<file path="src/rtl/core/ubx_ack_receiver_macros.svh">
// Assertion macros shared by the acknowledge receiver RTL.
`ifndef UBX_ACK_RECEIVER_MACROS_SVH
`define UBX_ACK_RECEIVER_MACROS_SVH

// Condition must hold at every clock edge outside reset.
`define UBXACK_ASSERT_ALWAYS(label, cond, msg) \
   label: assert property (@(posedge clock) disable iff (reset) (cond)) else $error(msg);

// Antecedent in one cycle implies the consequent in the next cycle.
`define UBXACK_ASSERT_NEXT(label, pre, post, msg) \
   label: assert property (@(posedge clock) disable iff (reset) (pre) |=> (post)) \
      else $error(msg);

`endif

</file>
<file path="src/rtl/core/ubxack_pkg.sv">
// Shared types, codes and constants of the acknowledge receiver.
`timescale 1ns / 1ps

package ubxack_pkg;

   localparam int unsigned BYTE_W    = 8;
   localparam int unsigned TICK_W    = 16;
   localparam int unsigned POS_W     = 4;
   localparam int unsigned CAP_DEPTH = 7;
   localparam int unsigned CAP_IDX_W = 3;

   localparam logic [POS_W-1:0] HDR_LEN   = 4'd3;
   localparam logic [POS_W-1:0] FRAME_LEN = 4'd10;
   localparam logic [POS_W-1:0] NAK_POS   = 4'd4;

   localparam logic [BYTE_W-1:0] HDR_SYNC1 = 8'hB5;
   localparam logic [BYTE_W-1:0] HDR_SYNC2 = 8'h62;
   localparam logic [BYTE_W-1:0] HDR_CLASS = 8'h05;
   localparam logic [BYTE_W-1:0] NAK_ID    = 8'h00;

   localparam logic [TICK_W-1:0] TIMEOUT_RESET = 16'd1500;
   localparam logic [TICK_W-1:0] TICK_MAX      = 16'hFFFF;

   // Request operation codes.
   localparam logic [1:0] OP_START = 2'd0;
   localparam logic [1:0] OP_BYTE  = 2'd1;
   localparam logic [1:0] OP_TICK  = 2'd2;

   // Verdict codes.
   localparam logic [1:0] VERDICT_ACK     = 2'd0;
   localparam logic [1:0] VERDICT_REJECT  = 2'd1;
   localparam logic [1:0] VERDICT_TIMEOUT = 2'd2;

   // Register indexes.
   localparam logic [1:0] CSR_EXP_CLASS  = 2'd0;
   localparam logic [1:0] CSR_EXP_MSG_ID = 2'd1;
   localparam logic [1:0] CSR_TIMEOUT    = 2'd2;

   // Frame bytes 3 to 9, entry 0 holds frame byte 3.
   typedef logic [CAP_DEPTH-1:0][BYTE_W-1:0] cap_type;

   function automatic logic [BYTE_W-1:0] hdr_byte(input logic [1:0] pos);
      logic [BYTE_W-1:0] val;
      begin
         case (pos)
            2'd0:    val = HDR_SYNC1;
            2'd1:    val = HDR_SYNC2;
            default: val = HDR_CLASS;
         endcase
         return val;
      end
   endfunction

endpackage

</file>
<file path="src/rtl/core/ubxack_judge.sv">
// Fletcher checksum and acknowledged class/id check of a complete frame.
`timescale 1ns / 1ps

module ubxack_judge
   import ubxack_pkg::*;
(
   input  cap_type           cap,
   input  logic [BYTE_W-1:0] expected_class,
   input  logic [BYTE_W-1:0] expected_msg_id,
   output logic              frame_ok
);

   logic [BYTE_W-1:0] ck_a;
   logic [BYTE_W-1:0] ck_b;

   // The class byte of the header starts the sum; five captured bytes follow it.
   always_comb begin
      ck_a = HDR_CLASS;
      ck_b = HDR_CLASS;
      for (int k = 0; k < 5; k++) begin
         ck_a = ck_a + cap[k];
         ck_b = ck_b + ck_a;
      end
   end

   assign frame_ok = (cap[3] == expected_class) && (cap[4] == expected_msg_id) &&
                     (cap[5] == ck_a) && (cap[6] == ck_b);

endmodule

</file>
<file path="src/rtl/core/ubx_ack_receiver.sv">
// Acknowledge receiver: one registered processing stage and a result register.
// A request is held in the input register, and its verdict is then registered in the result register on rsp_verdict.
// Throughput: one request per cycle while no result is held; the frame state updates in a single stage.
// A held result stalls the processing stage, and the input register then stalls req.
// Reset (synchronous, active high) idles the receiver and restores the register defaults.
`timescale 1ns / 1ps

`include "ubx_ack_receiver_macros.svh"

module ubx_ack_receiver
   import ubxack_pkg::*;
(
   input  logic              clock,
   input  logic              reset,
   input  logic              req_valid,
   output logic              req_stall,
   input  logic [1:0]        req_op,
   input  logic [BYTE_W-1:0] req_rx_byte,
   output logic              rsp_valid,
   input  logic              rsp_stall,
   output logic [1:0]        rsp_verdict,
   input  logic              csr_valid,
   output logic              csr_ready,
   input  logic [1:0]        csr_index,
   input  logic [TICK_W-1:0] csr_data
);

   logic [BYTE_W-1:0] exp_class_ff;
   logic [BYTE_W-1:0] exp_msg_id_ff;
   logic [TICK_W-1:0] timeout_ff;

   logic              in_valid_ff, in_valid_in;
   logic [1:0]        in_op_ff;
   logic [BYTE_W-1:0] in_byte_ff;

   logic              waiting_ff, waiting_in;
   logic [POS_W-1:0]  frame_pos_ff, frame_pos_in;
   cap_type           cap_ff, cap_in;
   logic [TICK_W-1:0] elapsed_ff, elapsed_in;

   logic              rsp_valid_ff, rsp_valid_in;
   logic [1:0]        rsp_verdict_ff, rsp_verdict_in;

   logic              advance;
   logic              proc;
   logic              req_accept;
   logic              out_load;
   logic              frame_ok;

   assign advance    = !rsp_valid_ff || !rsp_stall;
   assign proc       = in_valid_ff && advance;
   assign req_stall  = in_valid_ff && !advance;
   assign req_accept = req_valid && !req_stall;
   assign csr_ready  = 1'b1;

   assign in_valid_in = req_accept ? 1'b1 : (advance ? 1'b0 : in_valid_ff);

   ubxack_judge u_judge (
      .cap             (cap_in),
      .expected_class  (exp_class_ff),
      .expected_msg_id (exp_msg_id_ff),
      .frame_ok        (frame_ok)
   );

   always_comb begin
      waiting_in     = waiting_ff;
      frame_pos_in   = frame_pos_ff;
      cap_in         = cap_ff;
      elapsed_in     = elapsed_ff;
      out_load       = 1'b0;
      rsp_verdict_in = rsp_verdict_ff;
      if (proc) begin
         case (in_op_ff)
            OP_START: begin
               waiting_in   = 1'b1;
               frame_pos_in = '0;
               elapsed_in   = '0;
            end
            OP_BYTE: begin
               if (waiting_ff) begin
                  // A header byte that does not match is dropped without a restart.
                  if (frame_pos_ff < HDR_LEN) begin
                     if (in_byte_ff == hdr_byte(frame_pos_ff[1:0])) begin
                        frame_pos_in = frame_pos_ff + 4'd1;
                     end
                  end else if (frame_pos_ff < FRAME_LEN) begin
                     cap_in[CAP_IDX_W'(frame_pos_ff - HDR_LEN)] = in_byte_ff;
                     frame_pos_in = frame_pos_ff + 4'd1;
                  end
                  if (frame_pos_in >= FRAME_LEN) begin
                     waiting_in     = 1'b0;
                     out_load       = 1'b1;
                     rsp_verdict_in = frame_ok ? VERDICT_ACK : VERDICT_REJECT;
                  end else if (frame_pos_in == NAK_POS && cap_in[0] == NAK_ID) begin
                     waiting_in     = 1'b0;
                     out_load       = 1'b1;
                     rsp_verdict_in = VERDICT_REJECT;
                  end
               end
            end
            OP_TICK: begin
               if (waiting_ff) begin
                  if (elapsed_ff != TICK_MAX) begin
                     elapsed_in = elapsed_ff + 16'd1;
                  end
                  if (elapsed_in > timeout_ff) begin
                     waiting_in     = 1'b0;
                     out_load       = 1'b1;
                     rsp_verdict_in = VERDICT_TIMEOUT;
                  end
               end
            end
            default: begin
            end
         endcase
      end
   end

   assign rsp_valid_in = out_load || (rsp_valid_ff && rsp_stall);

   always_ff @(posedge clock) begin
      if (reset) begin
         exp_class_ff  <= '0;
         exp_msg_id_ff <= '0;
         timeout_ff    <= TIMEOUT_RESET;
         in_valid_ff   <= 1'b0;
         waiting_ff    <= 1'b0;
         frame_pos_ff  <= '0;
         elapsed_ff    <= '0;
         rsp_valid_ff  <= 1'b0;
      end else begin
         if (csr_valid && csr_ready) begin
            unique case (csr_index)
               CSR_EXP_CLASS:  exp_class_ff  <= csr_data[BYTE_W-1:0];
               CSR_EXP_MSG_ID: exp_msg_id_ff <= csr_data[BYTE_W-1:0];
               CSR_TIMEOUT:    timeout_ff    <= csr_data;
               default: begin
               end
            endcase
         end
         in_valid_ff  <= in_valid_in;
         waiting_ff   <= waiting_in;
         frame_pos_ff <= frame_pos_in;
         elapsed_ff   <= elapsed_in;
         rsp_valid_ff <= rsp_valid_in;
      end
   end

   always_ff @(posedge clock) begin
      if (req_accept) begin
         in_op_ff   <= req_op;
         in_byte_ff <= req_rx_byte;
      end
      cap_ff         <= cap_in;
      rsp_verdict_ff <= rsp_verdict_in;
   end

   assign rsp_valid   = rsp_valid_ff;
   assign rsp_verdict = rsp_verdict_ff;

   // A request held in the input register is never dropped while the output is blocked.
   `UBXACK_ASSERT_NEXT(a_hold_input, in_valid_ff && !advance, in_valid_ff, "input request lost")
   // Once the frame is complete the receiver must have stopped waiting.
   `UBXACK_ASSERT_ALWAYS(a_pos_bound, !(waiting_ff && frame_pos_ff >= FRAME_LEN), "frame overrun")
   // Every newly loaded verdict ends the wait in the same update.
   `UBXACK_ASSERT_NEXT(a_verdict_ends, out_load, rsp_valid_ff && !waiting_ff, "verdict while waiting")

endmodule

</file>
<file path="config.mk">
export PLATFORM = sky130hd
export DESIGN_NAME = ubx_ack_receiver
export DESIGN_NICKNAME = d
export VERILOG_FILES = /design/src/rtl/core/ubxack_pkg.sv /design/src/rtl/core/ubxack_judge.sv /design/src/rtl/core/ubx_ack_receiver.sv
export VERILOG_INCLUDE_DIRS = /design/src /design/src/rtl/core
export SDC_FILE = /design/constraint.sdc
export NUM_CORES = 1
export LEC_CHECK = 0
export BUFFER_PORTS_ARGS = -buffer_cell sky130_fd_sc_hd__buf_2
export CELL_PAD_IN_SITES_DETAIL_PLACEMENT = 1
export CELL_PAD_IN_SITES_GLOBAL_PLACEMENT = 2
export CORE_MARGIN = 2
export CORE_UTILIZATION = 43
export CTS_CLUSTER_SIZE = 16
export DETAILED_ROUTE_END_ITERATION = 7
export HOLD_SLACK_MARGIN = 0.05
export PLACE_DENSITY = 0.95
export SLEW_MARGIN = 0
export SYNTH_ARGS = -nofsm -noshare
export SYNTH_HDL_FRONTEND = slang
export SYNTH_HIERARCHICAL = 1
export SYNTH_SLANG_ARGS = --single-unit
</file>
<file path="constraint.sdc">
create_clock -name clock -period 26.2 [get_ports clock]
set_clock_uncertainty 0.05 [all_clocks]
set_input_delay 3.93 -clock clock [delete_from_list [all_inputs] [get_ports clock]]
set_output_delay 3.93 -clock clock [all_outputs]
set_load 0.03 [all_outputs]
</file>
Word-level counts from Yosys, hierarchy flattened
Index checks and enable logic that the tools add are counted.

Flip-flop bits (word level): 123. Bits of input ports: 33.

Muxes and demuxes: 52. $lt $le $gt $ge: 6. Reduce and logical (&&, ||, !) cells: 31. Add/subtract/negate cells: 13. Equal/unequal tests: 16.

Operator list (count): $mux 56 (8); $mux 16 (5); $add 8x8->8 (8); $bwmux 56 (1); $eq 8x8->1 (5); $mux 8 (5); $pmux 16 s2 (1); $mux 4 (7); $demux 8 s3 (1); $add 16x1->16 const B (1); $add 3x8->8 const A (2); $gt 16x16->1 (1); $ne 16x16->1 const B (1); $pmux 8 s2 (1); $mux 1 (14); $mux 2 (5); $logic_and 1x1->1 (9); $logic_not 8->1 (1); $pmux 4 s2 (1); $reduce_and 2->1 (4); $reduce_bool 2->1 (4); $eq 2x1->1 const B (3); $logic_not 2->1 (3); $ne 2x2->1 const B (3); 18 further kinds (24).

Depth between registers and ports, before layout
Depth after elaboration: 26. Mapped depth: 40. Depth with buffers taken out: 38.

By module
Netlist, hierarchy kept.

Modules (own cells, without submodules): ubx_ack_receiver (sequential area each 2582.5 um2, instances 1, area each 5619.1 um2, cells an instance 560); ubxack_judge (sequential area each 0.0 um2, instances 1, area each 2508.7 um2, cells an instance 303).

Worst setup path after synthesis
Ideal clock, no wire load.

Path kind: input -> register. From: in rsp_stall. To: reg rsp_verdict_ff[0], in the netlist rsp_verdict[0], data pin. Setup time: 0.272 ns. Data arrival time: 11.680 ns. Setup slack: 14.198 ns. Required time: 25.878 ns. Stages on the path: 35. Cell sequence: nand2_1 and3_1 and3_1 clkbuf_1 nand2_1 mux2_2 ha_1 xnor2_1 ha_1 a21oi_1 a21boi_2 nor2_1 ha_1 xnor2_1 ha_1 o21ai_1 nor2_1 nor2_1 ha_1 nor3b_1 or2_1 a21oi_1 xnor2_1 fa_1 inv_1 fa_1 inv_1 fa_1 ha_1 a21boi_0 o21ai_0 a21oi_1 or4_4 a2111oi_2 a31oi_1.

RTL lines: start: declaration (RTL line ubx_ack_receiver.sv:20) `input logic rsp_stall,`; end signal: assignment (RTL line ubx_ack_receiver.sv:155) `rsp_verdict_ff <= rsp_verdict_in;`; end: declaration (RTL line ubx_ack_receiver.sv:42) `logic [1:0] rsp_verdict_ff, rsp_verdict_in;`.

==> results <==
- The headroom to the max-slew limit is 0.341.
- The maximum net fanout on the critical path is 8.
- The final number of setup-violating endpoints is 0.
- STA classifies the critical path endpoint as a flop.
- The maximum level of the CTS H-tree is 4.
- The count of state elements after synthesis is 123.
- The most instantiated flip-flop cell in the synthesis netlist is sky130_fd_sc_hd__dfxtp_1.
- The kind of path behind the tightest hold check is reg -> reg.
- The top cell type's share of synthesized area is 0.273.
- The die covers 0.0200 mm^2.
- The utilization after layout is 0.486.
- The post-synthesis cell type with the largest combined area is sky130_fd_sc_hd__dfxtp_1.
- Yosys attributes the largest share of cell area to sky130_fd_sc_hd__dfxtp_1, sky130_fd_sc_hd__ha_1, sky130_fd_sc_hd__mux2_2, sky130_fd_sc_hd__xnor2_1, sky130_fd_sc_hd__fa_1.
- The initial utilization of the core area, before any placement, comes to 0.436.
- The remaining number of nets flagged by the antenna check after routing is 0.
- STA puts the critical path data arrival time at 13.13 ns.
- The largest individual stage delay along the critical path comes from the cell sky130_fd_sc_hd__fa_1.
- The initial antenna violation count came to 0.
- Setup repair after global routing left no endpoint under its margin.
- For the pin with the worst max-slew slack, the measured transition is 0.987 ns.
- Dividing the detail-routed wire length by the instance count gives 19.6 um.
- Counting the buffers created by CTS gives 17.
- The reported leakage power is 4.09 nW.
- The number of buffers between clock root and the deepest sink is 2.
- The per-instance average area after synthesis is 9.42 um^2.
- Dividing the detail-routed via count by the number of cells gives 5.55.
- The pre-antenna-repair detailed-routing pass consisted of 4 iterations.
- The vertical die dimension is 141 um.
- The most frequent cell after synthesis is sky130_fd_sc_hd__dfxtp_1.
- For this run, the top clock speed supported by timing is 76.7 MHz.
- Of the available clock period, the critical path in the final layout requires 0.498.
- The later pin in the worst-skew pair is clocked with a latency of 0.42 ns.
- Of the synthesized area, sequential elements account for 0.318.
- In this design, the critical path's most frequently occurring cell is sky130_fd_sc_hd__ha_1.
- The number of port buffers is 36.
- Ranked by instance count, the synthesized netlist is headed by sky130_fd_sc_hd__dfxtp_1, sky130_fd_sc_hd__inv_1, sky130_fd_sc_hd__nor2_1, sky130_fd_sc_hd__ha_1, sky130_fd_sc_hd__nand2_1.
- After clock tree synthesis, the setup repair step added 0 buffers.
- After detailed routing, the total wire length is 22.3 mm.
- Hold repair after CTS inserted 0 buffers.
- The non-filler instance count after layout is 1135.
- After detailed placement, the design holds a cell count of 1104.
- At the end of the flow, the number of nets in the layout was 1014.
- The critical path startpoint is rsp_stall.
- Setup total negative slack on the finished layout was measured at 0 ns.
- The kind of critical path is in -> reg.
- The final critical-path setup slack is 13.16 ns.
- Detailed routing inserted a total of 6296 vias.
- 0 antenna diodes ended up in the layout.
- The HPWL after detailed placement is 16.6 mm.
- The required time of the worst setup path is 26.29 ns.
- The number of slew-limit violations in the final report is 0.
- The post-layout minimum cycle time is 13.04 ns.
- Pin placement for this block handled 38 I/O pins.
- The netlist area before placement is 0.00813 mm^2.
- In the synthesized netlist, the number of instances is 863.
- In this run, the number of DRC markers left after iteration 0 of detailed routing was 235.
- The post-CTS resize count is 0.
- In this run, distinct cell masters in the synthesized netlist total 82.
- The number of nets in the synthesized netlist is 988.
- Relative to the synthesized area, the layout overhead comes to 11.4%.
- The tree is rooted in a sky130_fd_sc_hd__clkbuf_16.
- The biggest cell delay along the critical path is 0.56 ns.
- The share of layout cells above drive strength 1 is 0.170.
- The cell area power density is 51.3 mW/mm^2.
- The first global-routing pass estimated 35.9 mm of wire.
- The number of global-route vias before repair was 6774.
- For this run, the number of Yosys warnings is 6.
- Across the run, the number of max-cap violations was 0.
- Prior to clock tree synthesis, the placed netlist has a worst setup slack of 12.95 ns.
- The count of flip-flops with a built-in enable after synthesis is 12.
- The total DRC errors in the routed layout is 0.
- The run finished with clean final reports.
- The final weighted congestion in routability-driven placement is 0.826.
- The remaining global-route overflow is 0.
- The endpoint of the worst setup timing path is rsp_verdict[0].
- Of all flip-flops after synthesis, the portion carrying an async set or reset was 0.
- The worst flop-to-flop path endpoint is rsp_verdict[0].
- Counting cells, the worst reg-to-reg path comes to 36.
- The largest net degree at the start of global routing is 45.
- The CTS tree is built.
- The setup check on the worst reg-to-reg path leaves a slack of 15.92 ns.
- The startpoint of the worst register-to-register path is frame_pos_ff[0].
- The width of the die is 141 um.
- The number of sinks on the clock net is 123.
- Clock-pin slew was measured on the worst setup and hold paths at 0.05 ns.
- The floorplan has 50 rows.
- The placeable core region is 0.0186 mm^2.
- The number of hold-slack violations in the final timing report is 0.
- The maximum vdd drop is 0.0000480 V.
- The type of element launching the critical path is an input pin.
- The total global routing track utilization is 0.232.
==> where the power goes <==
group	switching [W]	internal [W]	total (W)	leakage, nW
clock	0.0000827	0.000162	0.000244	0.305
sequential	0.00000672	0.000194	0.000201	1.01
combinational	0.0000119	0.00000768	0.0000196	2.77
==> per-stage QoR <==
stage	total power (W)	cell area, um^2	hold WS (ns)
after floorplan	0.000214	8130	0.386
after global placement	0.000223	8440	0.397
after detailed placement	0.000224	8440	0.402
after CTS	0.000468	9060	0.410
after global routing	0.000479	9060	0.435
final	0.000465	9060	0.407
==> cells by family after synthesis <==
family	share of synthesized area
xor gates and xnor gates	0.0853
other	0.000461
muxes	0.103
and+or+nand+nor	0.139
adders and majority gates	0.163
DFF	0.318
AOI/OAI and AO/OA	0.133
buffers and inverters	0.0587
==> worst min path at each step <==
| stage | cells past startpoint | slack (ns) | endpoint | from |
|---|---|---|---|---|
| floorplan | 2 | 0.39 | timeout_ff[11] | timeout_ff[11] |
| global placement | 2 | 0.40 | timeout_ff[1] | timeout_ff[1] |
| detailed placement | 2 | 0.40 | timeout_ff[1] | timeout_ff[1] |
| CTS | 2 | 0.41 | timeout_ff[1] | timeout_ff[1] |
| global route | 1 | 0.44 | cap_ff[11] | cap_ff[11] |
| finish | 2 | 0.41 | timeout_ff[14] | timeout_ff[14] |
==> critical path, delay by kind of cell <==
family,cells,cell delay (ns)
xor+xnor,2,0.58
mux,1,0.40
compound gates,10,2.08
simple gates,11,2.50
buf+inv,3,0.24
fa+ha+maj,9,3.38
==> registers in the layout (all words and copies together) (netlist names) <==
name,flops
cap_ff,56
elapsed_ff,16
timeout_ff,16
exp_class_ff,8
exp_msg_id_ff,8
in_byte_ff,8
frame_pos_ff,4
in_op_ff,2
rsp_verdict,2
in_valid_ff,1
rsp_valid,1
waiting_ff,1
==> metal layers <==
| layer | wire length [um] | global-route usage | vias to the layer above |
|---|---|---|---|
| li1 | - | - | 3059 |
| met1 | 10200 | 0.288 | 3119 |
| met2 | 11100 | 0.407 | 84 |
| met3 | 490 | 0.0378 | 34 |
| met4 | 550 | 0.0842 | 0 |
| met5 | 0 | 0 | - |
==> cell type report <==
class	count	area, um^2
Fill cell	2115	9590
Sequential cell	123	2580
Tap cell	234	293
Multi-Input combinational cell	627	5070
Timing Repair Buffer	37	188
Clock inverter	7	110
Inverter	83	312
Clock buffer	24	503
==> placed cells by master, fill, tap and decap left out, types with 7 or more instances in the layout <==
cell type,instances
sky130_fd_sc_hd__a21o_1,11
sky130_fd_sc_hd__o21ai_0,28
sky130_fd_sc_hd__nand4_1,13
sky130_fd_sc_hd__clkbuf_16,18
sky130_fd_sc_hd__fa_1,23
sky130_fd_sc_hd__nand2_1,62
sky130_fd_sc_hd__ha_1,69
sky130_fd_sc_hd__xnor2_1,57
sky130_fd_sc_hd__o21a_1,7
sky130_fd_sc_hd__mux2i_1,18
sky130_fd_sc_hd__and3_1,8
sky130_fd_sc_hd__a22oi_1,8
sky130_fd_sc_hd__inv_1,83
sky130_fd_sc_hd__nor2_1,71
sky130_fd_sc_hd__edfxtp_1,12
sky130_fd_sc_hd__buf_2,36
sky130_fd_sc_hd__mux2_2,57
sky130_fd_sc_hd__xor2_1,17
sky130_fd_sc_hd__dfxtp_1,111
sky130_fd_sc_hd__nor2b_1,7
sky130_fd_sc_hd__a21oi_1,43
sky130_fd_sc_hd__nand3_1,11
sky130_fd_sc_hd__o211ai_1,10
(Power assumes the default switching activity.)
